## src/sv/knsi_pkg.sv

```systemverilog
package knsi_pkg;

   localparam int MAX_SLOTS_DEFAULT = 8;
   localparam int DIST_BITS_DEFAULT = 32;
   localparam int K_LIMIT_BITS      = 4;

   localparam logic [K_LIMIT_BITS-1:0] K_LIMIT_RESET = 4'd8;

   localparam logic KIND_INSERT = 1'b0;
   localparam logic KIND_FLUSH  = 1'b1;

   typedef logic [9:0]  source_type;
   typedef logic [15:0] instance_type;

   // Request payload
   typedef struct packed {
      logic         kind;
      logic [31:0]  distance;
      source_type   source_id;
      instance_type instance_index;
   } req_type;

   // Result payload
   typedef struct packed {
      logic [2:0]   rank;
      logic         filled;
      logic [31:0]  slot_distance;
      source_type   slot_source;
      instance_type slot_instance;
      logic         last;
   } rsp_type;

   // Per-cycle command to every cell of the chain
   typedef struct packed {
      logic insert;
      logic shift_up;
   } cell_ctrl_type;

   // Flush sequencer status toward the top level
   typedef struct packed {
      logic busy;
      logic shift_up;
   } flush_status_type;

   typedef enum logic {
      FLUSH_IDLE,
      FLUSH_RUN
   } flush_state_type;

endpackage

```

## src/sv/knsi_cell.sv

```systemverilog
module knsi_cell #(
   parameter int DIST_BITS = 32
) (
   input  logic                   clock,
   input  knsi_pkg::cell_ctrl_type ctrl,
   input  logic                   live,
   input  logic [DIST_BITS-1:0]   new_dist,
   input  knsi_pkg::source_type   new_src,
   input  knsi_pkg::instance_type new_inst,
   input  logic                   prev_lt,
   input  logic [DIST_BITS-1:0]   prev_dist,
   input  knsi_pkg::source_type   prev_src,
   input  knsi_pkg::instance_type prev_inst,
   input  logic [DIST_BITS-1:0]   next_dist,
   input  knsi_pkg::source_type   next_src,
   input  knsi_pkg::instance_type next_inst,
   output logic                   lt,
   output logic [DIST_BITS-1:0]   cur_dist,
   output knsi_pkg::source_type   src,
   output knsi_pkg::instance_type inst
);
   import knsi_pkg::*;

   logic [DIST_BITS-1:0] dist_ff, dist_in;
   source_type           src_ff, src_in;
   instance_type         inst_ff, inst_in;

   // Held entry ranks ahead of the new candidate
   assign lt = live && (dist_ff < new_dist);

   // Keep, take the candidate, take the left neighbor, or advance toward the head
   always_comb begin
      priority if (ctrl.shift_up) begin
         dist_in = next_dist;
         src_in  = next_src;
         inst_in = next_inst;
      end else if (ctrl.insert && !lt) begin
         if (prev_lt) begin
            dist_in = new_dist;
            src_in  = new_src;
            inst_in = new_inst;
         end else begin
            dist_in = prev_dist;
            src_in  = prev_src;
            inst_in = prev_inst;
         end
      end else begin
         dist_in = dist_ff;
         src_in  = src_ff;
         inst_in = inst_ff;
      end
   end

   always_ff @(posedge clock) begin
      dist_ff <= dist_in;
      src_ff  <= src_in;
      inst_ff <= inst_in;
   end

   assign cur_dist = dist_ff;
   assign src      = src_ff;
   assign inst     = inst_ff;

endmodule

```

## src/sv/knsi_flush.sv

```systemverilog
module knsi_flush #(
   parameter int MAX_SLOTS = 8,
   parameter int DIST_BITS = 32,
   localparam int CW = $clog2(MAX_SLOTS + 1)
) (
   input  logic                       clock,
   input  logic                       reset,
   input  logic                       start,
   input  logic [CW-1:0]              count,
   input  logic [DIST_BITS-1:0]       head_dist,
   input  knsi_pkg::source_type       head_src,
   input  knsi_pkg::instance_type     head_inst,
   output logic                       rsp_valid,
   input  logic                       rsp_stall,
   output knsi_pkg::rsp_type          rsp_data,
   output knsi_pkg::flush_status_type status
);
   import knsi_pkg::*;

   localparam int IW = (MAX_SLOTS > 1) ? $clog2(MAX_SLOTS) : 1;
   localparam logic [IW-1:0] LAST_BEAT = IW'(MAX_SLOTS - 1);

   flush_state_type state_ff, state_in;
   logic [IW-1:0]   beat_ff, beat_in;
   logic [CW-1:0]   fill_ff, fill_in;
   logic            valid_ff, valid_in;
   rsp_type         rsp_ff, rsp_in;
   logic            load;
   logic            filled;

   // Build the result for the current beat from the chain head
   assign filled = CW'(beat_ff) < fill_ff;

   always_comb begin
      rsp_in.rank          = 3'(beat_ff);
      rsp_in.filled        = filled;
      rsp_in.slot_distance = filled ? 32'(head_dist) : '0;
      rsp_in.slot_source   = filled ? head_src : '0;
      rsp_in.slot_instance = filled ? head_inst : '0;
      rsp_in.last          = (beat_ff == LAST_BEAT);
   end

   // Next state, beat counter and output register load
   always_comb begin
      state_in = state_ff;
      beat_in  = beat_ff;
      fill_in  = fill_ff;
      valid_in = valid_ff && rsp_stall;
      load     = 1'b0;
      unique case (state_ff)
         FLUSH_IDLE: begin
            if (start) begin
               state_in = FLUSH_RUN;
               beat_in  = '0;
               fill_in  = count;
            end
         end
         FLUSH_RUN: begin
            if (!valid_ff || !rsp_stall) begin
               load     = 1'b1;
               valid_in = 1'b1;
               if (beat_ff == LAST_BEAT) begin
                  state_in = FLUSH_IDLE;
               end else begin
                  beat_in = IW'(beat_ff + 1'b1);
               end
            end
         end
         default: begin
            state_in = FLUSH_IDLE;
         end
      endcase
   end

   always_ff @(posedge clock) begin
      if (reset) begin
         state_ff <= FLUSH_IDLE;
         beat_ff  <= '0;
         fill_ff  <= '0;
         valid_ff <= 1'b0;
      end else begin
         state_ff <= state_in;
         beat_ff  <= beat_in;
         fill_ff  <= fill_in;
         valid_ff <= valid_in;
      end
   end

   // Hold the result until taken
   always_ff @(posedge clock) begin
      if (load) begin
         rsp_ff <= rsp_in;
      end
   end

   assign rsp_valid       = valid_ff;
   assign rsp_data        = rsp_ff;
   assign status.busy     = (state_ff == FLUSH_RUN);
   assign status.shift_up = load;

endmodule

```

## src/sv/k_nearest_sorted_insert.sv

```systemverilog
// Channel   Direction  Handshake            Payload
// req       in         req_valid/req_stall  knsi_pkg::req_type (insert or flush)
// rsp       out        rsp_valid/rsp_stall  knsi_pkg::rsp_type (one slot per result)
// csr       in         csr_wr_en            csr_wr_data (k_limit)
//
// Inserts can be accepted on every cycle while no flush is running.
// A flush stalls requests while the cell chain shifts toward the head,
// one slot per result, and for longer when rsp_stall holds results.
// Reset sets k_limit to 8 and empties the list; slot contents are not cleared.
// The result register lets the next request enter while the last result waits.
module k_nearest_sorted_insert #(
   parameter int MAX_SLOTS = knsi_pkg::MAX_SLOTS_DEFAULT,
   parameter int DIST_BITS = knsi_pkg::DIST_BITS_DEFAULT
) (
   input  logic                                    clock,
   input  logic                                    reset,
   input  logic                                    req_valid,
   output logic                                    req_stall,
   input  knsi_pkg::req_type                       req_data,
   output logic                                    rsp_valid,
   input  logic                                    rsp_stall,
   output knsi_pkg::rsp_type                       rsp_data,
   input  logic                                    csr_wr_en,
   input  logic [knsi_pkg::K_LIMIT_BITS-1:0]       csr_wr_data
);
   import knsi_pkg::*;

   localparam int CW = $clog2(MAX_SLOTS + 1);
   localparam int IW = (MAX_SLOTS > 1) ? $clog2(MAX_SLOTS) : 1;

   logic [K_LIMIT_BITS-1:0] k_limit_ff;
   logic [CW-1:0]           count_ff, count_in;
   logic [CW-1:0]           k_eff;
   logic [CW-1:0]           held;
   logic [IW-1:0]           k_idx;
   logic                    insert_acc;
   logic                    flush_acc;
   logic                    discard;
   logic [DIST_BITS-1:0]    new_dist;
   cell_ctrl_type           ctrl;
   flush_status_type        status;

   logic [MAX_SLOTS-1:0]    lt;
   logic [DIST_BITS-1:0]    cell_dist [MAX_SLOTS];
   source_type              cell_src  [MAX_SLOTS];
   instance_type            cell_inst [MAX_SLOTS];

   // Write the limit register
   always_ff @(posedge clock) begin
      if (reset) begin
         k_limit_ff <= K_LIMIT_RESET;
      end else if (csr_wr_en) begin
         k_limit_ff <= csr_wr_data;
      end
   end

   // Clamp the limit to 1..MAX_SLOTS and the held count to the limit
   always_comb begin
      priority if (k_limit_ff == '0) begin
         k_eff = CW'(1);
      end else if (k_limit_ff > MAX_SLOTS) begin
         k_eff = CW'(MAX_SLOTS);
      end else begin
         k_eff = CW'(k_limit_ff);
      end
   end

   assign held  = (count_ff > k_eff) ? k_eff : count_ff;
   assign k_idx = IW'(k_eff - 1'b1);

   // Accept requests only while no flush is running
   assign req_stall  = status.busy;
   assign insert_acc = req_valid && !req_stall && (req_data.kind == KIND_INSERT);
   assign flush_acc  = req_valid && !req_stall && (req_data.kind == KIND_FLUSH);
   assign new_dist   = DIST_BITS'(req_data.distance);

   // A full list whose entries all rank ahead drops the candidate
   assign discard = (held == k_eff) && lt[k_idx];

   always_comb begin
      priority if (flush_acc) begin
         count_in = '0;
      end else if (insert_acc) begin
         if (discard) begin
            count_in = held;
         end else if (held == k_eff) begin
            count_in = k_eff;
         end else begin
            count_in = CW'(held + 1'b1);
         end
      end else begin
         count_in = count_ff;
      end
   end

   always_ff @(posedge clock) begin
      if (reset) begin
         count_ff <= '0;
      end else begin
         count_ff <= count_in;
      end
   end

   assign ctrl.insert   = insert_acc;
   assign ctrl.shift_up = status.shift_up;

   // Chain of slot cells, rank 0 at the head
   for (genvar i = 0; i < MAX_SLOTS; i++) begin : g_cell
      logic                 prev_lt;
      logic [DIST_BITS-1:0] prev_dist, next_dist;
      source_type           prev_src, next_src;
      instance_type         prev_inst, next_inst;

      if (i == 0) begin : g_head
         assign prev_lt   = 1'b1;
         assign prev_dist = new_dist;
         assign prev_src  = req_data.source_id;
         assign prev_inst = req_data.instance_index;
      end else begin : g_body
         assign prev_lt   = lt[i-1];
         assign prev_dist = cell_dist[i-1];
         assign prev_src  = cell_src[i-1];
         assign prev_inst = cell_inst[i-1];
      end

      if (i == MAX_SLOTS - 1) begin : g_tail
         assign next_dist = '0;
         assign next_src  = '0;
         assign next_inst = '0;
      end else begin : g_inner
         assign next_dist = cell_dist[i+1];
         assign next_src  = cell_src[i+1];
         assign next_inst = cell_inst[i+1];
      end

      knsi_cell #(
         .DIST_BITS(DIST_BITS)
      ) u_cell (
         .clock    (clock),
         .ctrl     (ctrl),
         .live     (held > CW'(i)),
         .new_dist (new_dist),
         .new_src  (req_data.source_id),
         .new_inst (req_data.instance_index),
         .prev_lt  (prev_lt),
         .prev_dist(prev_dist),
         .prev_src (prev_src),
         .prev_inst(prev_inst),
         .next_dist(next_dist),
         .next_src (next_src),
         .next_inst(next_inst),
         .lt       (lt[i]),
         .cur_dist (cell_dist[i]),
         .src      (cell_src[i]),
         .inst     (cell_inst[i])
      );
   end

   // Drain the chain head into the result register on flush
   knsi_flush #(
      .MAX_SLOTS(MAX_SLOTS),
      .DIST_BITS(DIST_BITS)
   ) u_flush (
      .clock    (clock),
      .reset    (reset),
      .start    (flush_acc),
      .count    (count_ff),
      .head_dist(cell_dist[0]),
      .head_src (cell_src[0]),
      .head_inst(cell_inst[0]),
      .rsp_valid(rsp_valid),
      .rsp_stall(rsp_stall),
      .rsp_data (rsp_data),
      .status   (status)
   );

endmodule

```

## config.mk

```make
export PLATFORM = sky130hd
export DESIGN_NAME = k_nearest_sorted_insert
export DESIGN_NICKNAME = d
export VERILOG_FILES = /design/src/sv/knsi_pkg.sv /design/src/sv/knsi_cell.sv /design/src/sv/knsi_flush.sv /design/src/sv/k_nearest_sorted_insert.sv
export SDC_FILE = /design/constraint.sdc
export NUM_CORES = 1
export LEC_CHECK = 0
export BUFFER_PORTS_ARGS = -buffer_cell sky130_fd_sc_hd__buf_4
export CAP_MARGIN = 10
export CORE_AREA = 2 2 276 278
export CTS_BUF_LIST = sky130_fd_sc_hd__clkbuf_8
export DETAILED_ROUTE_END_ITERATION = 16
export DIE_AREA = 0 0 278 280
export GPL_TIMING_DRIVEN = 0
export PLACE_DENSITY = 0.59
export SETUP_SLACK_MARGIN = 0.15
export SLEW_MARGIN = 30
export SYNTH_ARGS = -nofsm -noshare
export SYNTH_HDL_FRONTEND = slang
export SYNTH_HIERARCHICAL = 1
export SYNTH_SLANG_ARGS = --single-unit
```

## constraint.sdc

```tcl
create_clock -name clock -period 13.2 [get_ports clock]
set_clock_uncertainty 0.15 [all_clocks]
set_input_delay 0.66 -clock clock [delete_from_list [all_inputs] [get_ports clock]]
set_output_delay 0.66 -clock clock [all_outputs]
set_load 0.01 [all_outputs]
```

==> reports/results.ini, run 1 <==
[run_status]
status=completed

[place]
placed_area_sq_mm=0.0365
gp_congestion=0.883
portBuffers=130
place_inst=4412
dp_hpwl_mm=70.8

[global_routing]
grt_usage_pct=24.4
grt_pass1_wl_mm=148
grt_max_degree=45
grt_pass1_vias=25500
grt_overflow=0
antenna_found_initial=3

[worst_setup_path]
crit_path_end_kind=register
rr_endpoint=g_cell[3].u_cell/cur_dist[24]$_DFFE_PP_
crit_type=reg -> reg
reg2reg_slack_ps=7660
cp_max_fo=10
reg2reg_depth=18
crit_top_cell=buf_2
cp-start-kind=register
max_stage_delay_ps=540
cp_data_arrival_time_ps=5820
r2r-start=k_limit_ff[3]$_SDFFE_PP1P_
worstPathCellList=inv_2 > nand2_1 > ha_1 > and2b_1 > o21ai_2 > a32o_1 > buf_2 > nor3_1 > nor2_1 > a311o_1 > nand2b_1 > a221oi_1 > and3_1 > clkbuf_1 > buf_2 > buf_4 > mux2i_1 > o21ai_0
cp_slowest_cell=clkbuf_1
cp.required_ps=13490

[cells_and_area]
fin_util_pct=50.8
fin_cells=4591
final_area_sq_mm=0.0382
area_growth_pct=14.5
nNetsFinal=3863
drive_above_1_share_pct=10.4
nFillCells=7000
multiInputGateArea_sq_mm=0.0157
seqCellArea_sq_mm=0.0162

[hold_path]
hold_path_startpoint=csr_wr_data[1]
holdPathEnd=k_limit_ff[1]$_SDFFE_PP0P_
worstHoldPathType=in -> reg
hold_path_depth=3

[sta]
period_needed_ps=5540
worstMarginPinSlew_ps=959
hold_violations=0
rsz0062_at_grt=false
fin_crit_sh_pct=42.0
setup_viol=0
timing.slew.headroom_pct=36.0
finalMaxSlewViolations=0
fmax_ghz=0.181
tns_ps=0

[detailed_routing]
drtAntennaViolNets=0
drc=0
via_per_inst=5.53
dr.pass1.iters=5
vias=25400
wirelength_mm=95.7
first_iter_violations=1789
post_drt_wl_per_cell_microns=20.9

[flow_run]
maxCapViolCount=0

[clock_network]
clk_latency_ps=720
cts_buffers=99
cts_resized=0
cts_tree=done
cts.sinks=544
clock_path_buffers=3
ctsHoldBuffers=4
htree_levels=3
clockRootBuffer=clkbuf_8
post_cts_buffers=0
clkTransAtPathRegs_ps=60

[floorplanning]
start_util_pct=44.4
fp.dieArea_sq_mm=0.0778
die_w_microns=278
die_h_microns=280
row_count=101
core_area_sq_mm=0.0752
top_level_ports=133

[logic_synthesis]
syn_inst=3214
yosys_warnings=6
avgSynthCellArea_sq_um=10.4
synthesis.area_sq_mm=0.0334

[pwr]
leakage_uw=0.0147
fin_total_pwr_uw=4960
ir_drop_v=0.0000752
power.density_mw_per_mm2=130

-- how the worst max path moves through the flow --
stage | start | end | slack [ps] | cells after the start
final | k_limit_ff[3]$_SDFFE_PP1P_ | g_cell[3].u_cell/cur_dist[24]$_DFFE_PP_ | 7660 | 18
after CTS | k_limit_ff[3]$_SDFFE_PP1P_ | g_cell[3].u_cell/cur_dist[24]$_DFFE_PP_ | 7690 | 18
after global routing | k_limit_ff[3]$_SDFFE_PP1P_ | g_cell[1].u_cell/cur_dist[27]$_DFFE_PP_ | 7470 | 18
after detailed placement | k_limit_ff[2]$_SDFFE_PP0P_ | g_cell[6].u_cell/cur_dist[20]$_DFFE_PP_ | 7740 | 17
after floorplan | rsp_stall | g_cell[7].u_cell/cur_dist[0]$_DFFE_PP_ | 6500 | 7
after global placement | rsp_stall | g_cell[0].u_cell/src[2]$_DFFE_PP_ | 2490 | 8
-- metal layers --
metal,track usage (%),vias up,wire length (microns)
met5,0,-,0
met4,8.77,0,3620
met3,3.30,168,4940
met2,38.7,676,42800
met1,34.3,12300,44400
li1,-,12200,-
-- critical path: cells and delay by family (launching register included) --
| family | cells | cell delay (ps) |
|---|---|---|
| flops | 1 | 400 |
| fa+ha+maj | 1 | 330 |
| buf+inv | 5 | 1620 |
| mux | 1 | 240 |
| simple gates | 6 | 1240 |
| compound gates | 5 | 1250 |
-- power breakdown --
part           total (uW)  internal (uW)  leakage, uW  switching, uW
clock network        1450            708      0.00100            745
logic                1130            445      0.00851            682
registers            2380           2220      0.00519            154
-- cell usage in the layout, fill, tap and decap left out, types with 9 or more instances in the layout --
| cell | count |
|---|---|
| a21boi_0 | 40 |
| buf_4 | 148 |
| a21oi_1 | 114 |
| a21boi_1 | 10 |
| mux2i_1 | 472 |
| buf_8 | 29 |
| clkbuf_1 | 112 |
| clkbuf_8 | 102 |
| nand2_1 | 535 |
| nand3_1 | 34 |
| a21o_1 | 10 |
| buf_2 | 48 |
| ha_1 | 256 |
| o21ai_0 | 506 |
| nor3_1 | 14 |
| a21boi_2 | 9 |
| nand2b_1 | 28 |
| clkinv_1 | 25 |
| nand4_1 | 32 |
| dfxtp_1 | 17 |
| a31oi_1 | 9 |
| inv_1 | 303 |
| edfxtp_1 | 527 |
| nor2_1 | 49 |
| conb_1 | 59 |
-- registers in the layout, summed over array words and instances (netlist names) --
| register | count |
|---|---|
| u_flush/state_ff | 1 |
| count_ff | 4 |
| u_flush/rsp_valid | 1 |
| g_cell.u_cell/src | 80 |
| u_flush/rsp_data | 63 |
| u_flush/beat_ff | 3 |
| k_limit_ff | 4 |
| g_cell.u_cell/inst | 128 |
| u_flush/fill_ff | 4 |
| g_cell.u_cell/cur_dist | 256 |
-- metrics by stage --
step / hold slack (ps) / worst slack, ps
2_1_floorplan: 308 / 6500
4_1_cts: 15.1 / 7690
3_5_place_dp: 336 / 7740
3_3_place_gp: 331 / 2490
5_1_grt: 22.4 / 7470
6_report: 64.4 / 7660
-- final cells by class --
class	count	share of cell area, %
Multi-Input combinational cell	2279	41.2
Clock buffer	102	3.67
Timing Repair Buffer	167	4.04
Sequential cell	544	42.3
Clock inverter	71	0.760
Tap cell	978	3.20
Antenna cell	2	0.0131
Buffer	182	2.18
Inverter	266	2.62
Power figures use the tool's default switching activity.
==> run 2, diff against run 1 <==
Settings changed: ABC_AREA from default to 1, CORE_AREA 2 2 276 278 to 2 2 278 280, DIE_AREA 0 0 278 280 to 0 0 280 282.
Clock period 13.2 ns to 5.39 ns, I/O delays scaled along.
==> reports/results.ini, run 2 <==
[clock_network]
cts_tree=done
clock_path_buffers=3  ; unchanged
cts.sinks=544  ; unchanged
clkTransAtPathRegs_ps=60  ; about the same
clk_latency_ps=720  ; about the same
cts_resized=0  ; unchanged
htree_levels=3  ; unchanged
clockRootBuffer=clkbuf_8
cts_buffers=102  ; +3.0%

[cells_and_area]
fin_cells=5451  ; +19%
nNetsFinal=4719  ; +22%
largest_reg_flops=256  ; unchanged
nFillCells=7203  ; +2.9%
seqCellArea_sq_mm=0.0162  ; unchanged
area_growth_pct=15.9
final_cell_mix=997 x nand2_1, 581 x a21oi_1, 527 x edfxtp_1
multiInputGateArea_sq_mm=0.0149  ; -5.1%
final_common_cell=nand2_1
drive_above_1_share_pct=12.7  ; +2.3 points
fin_util_pct=51.8  ; +1.0 points

[global_routing]
grt_usage_pct=26.0  ; +1.6 points
gr-usage-met1_pct=33.6  ; -0.72 points
grt_pass1_wl_mm=157  ; +6.1%
grt_overflow=0  ; unchanged
antenna_found_initial=3  ; unchanged
grtUsageMet2_pct=43.2  ; +4.4 points
grt_pass1_vias=27800  ; +8.8%
grt_util_met3_pct=5.98  ; +2.7 points
top_usage_layer=met2
grt_max_degree=42  ; -6.7%

[detailed_routing]
first_iter_violations=2603  ; +46%
drtAntennaViolNets=0  ; unchanged
wirelength_mm=104  ; +8.8%
drc=0  ; unchanged
vias=28700  ; +13%
dr.pass1.iters=7  ; +2
post_drt_wl_per_cell_microns=19.1  ; -8.4%
via_per_inst=5.26  ; -5.0%

[sta]
rsz0062_at_grt=false
period_needed_ps=4220  ; -1320 ps
fin_crit_sh_pct=78.3  ; +36 points
finalMaxSlewViolations=0  ; unchanged
hold_slack_ps=221  ; +157 ps
tns_ps=0  ; unchanged
hold_violations=0  ; unchanged
fmax_ghz=0.237  ; +31%
worstMarginPinSlew_ps=895  ; -64.1 ps
timing.slew.headroom_pct=40.3  ; +4.3 points
setup_viol=0  ; unchanged

[worst_setup_path]
cp-start-kind=register
cp.required_ps=5660  ; -7830 ps
cp_max_fo=10  ; unchanged
crit_type=reg -> reg
cp_data_arrival_time_ps=4490  ; -1330 ps
crit_top_cell=nand2_1
critPathBufInv=5  ; unchanged
worstPathCellList=nor2_1 > inv_1 > ha_1 > nand2_1 > nand2_1 > nand2_1 > nand2_2 > nand2_4 > buf_6 > nand2_1 > o21ai_2 > nor2_1 > nand2_1 > nand2_1 > nor3_1 > nand2_1 > a21oi_2 > nand2_1 > inv_1 > buf_4 > buf_2 > nand2_1 > o21ai_0 > o21ai_0
cp_top_family=simple AND/OR/NAND/NOR gates
cp_slowest_cell=buf_2
max_stage_delay_ps=380  ; -160 ps
crit_path_end_kind=register

[place]
place_inst=5193  ; +18%
gp_congestion=0.859  ; -2.6%
dp_hpwl_mm=78.8  ; +11%
portBuffers=132  ; +1.5%

[floorplanning]
die_w_microns=280  ; +0.72%
top_level_ports=133  ; unchanged
row_count=101  ; unchanged
die_h_microns=282  ; +0.71%
fp.dieArea_sq_mm=0.0790  ; +1.4%
start_util_pct=44.7  ; +0.35 points
core_area_sq_mm=0.0757  ; +0.67%

[logic_synthesis]
syn_inst=4013  ; +25%
yosys_warnings=6  ; unchanged
avgSynthCellArea_sq_um=8.44  ; -19%
synthesis.area_sq_mm=0.0339  ; +1.5%

[flow_run]
maxCapViolCount=0  ; unchanged

[pwr]
leakage_uw=0.0171  ; +16%
ir_drop_v=0.000174  ; +130%
power.density_mw_per_mm2=363  ; +180%

[hold_path]
worstHoldPathType=in -> reg

[run_status]
status=completed

run 2: cell types whose count changed in the layout (fill, tap and decap cells not counted), moves of 88 or more:
cell and delta:
clkbuf_1 -88, mux2i_1 -472, nor2_1 +296, nand2_1 +462, a21oi_1 +467, inv_1 +140
run 2: final cells by class:
cell class              count  share of cell area (%)
diodes                      5                  0.0319
clock buffers             108                    3.79
repair buffers            221                    5.20
multi-input cells        2881                    38.1
flip-flops and latches    544                    41.2
inverters                 428                    4.09
well taps                 978                    3.12
plain buffers             217                    3.68
clock inverters            69                   0.836
run 2: metrics by stage:
step	worst slack [ps]	instance area (sq um)	total power [uW]
after detailed placement	1230	36600	10500
after global placement	-2830	36300	10400
after CTS	1180	39200	14300
final	1170	39200	14200
after floorplan	598	34100	8970
after global routing	813	39200	15100
run 2: what timing repair did:
item                                    4_1_cts  5_1_grt
hold endpoints to repair                    490        0
setup buffers                                 0        0
endpoints found under the setup margin        0        0
hold buffers                                 76        0
run 2: where the power goes:
part           total [uW]  switching (uW)  leakage, uW  internal (uW)
logic                4290            2770       0.0109           1520
registers            6230             476      0.00512           5760
clock network        3710            1830      0.00109           1880
total               14200            5070       0.0171           9160
run 2: per-layer routing:
metal  wire length [microns]  vias up
met5                       0        -
met3                    8710      146
met2                   48700      984
met1                   44200    13300
met4                    2510        0
li1                        -    14200
run 2: final timing paths:
path | slack, ps | end | start | cells past startpoint
worst min register to register | 310 | u_flush/fill_ff[1]$_SDFFE_PP0P_ | u_flush/fill_ff[1]$_SDFFE_PP0P_ | 2
worst max register to register | 1170 | g_cell[1].u_cell/cur_dist[17]$_DFFE_PP_ | k_limit_ff[3]$_SDFFE_PP1P_ | 24
worst max-delay path | 1170 | g_cell[1].u_cell/cur_dist[17]$_DFFE_PP_ | k_limit_ff[3]$_SDFFE_PP1P_ | 24
worst min-delay path | 220 | k_limit_ff[3]$_SDFFE_PP1P_ | csr_wr_en | 3
run 2: worst register-to-register path: stages, from the launching register on:
cell and delay [ps]:
dfxtp_1 370, nor2_1 300, inv_1 110, ha_1 310, nand2_1 70, nand2_1 40
nand2_1 60, nand2_2 80, nand2_4 90, buf_6 130, nand2_1 60, o21ai_2 180
nor2_1 180, nand2_1 90, nand2_1 50, nor3_1 250, nand2_1 130, a21oi_2 120
nand2_1 150, inv_1 90, buf_4 170, buf_2 390, nand2_1 100, o21ai_0 130
o21ai_0 120
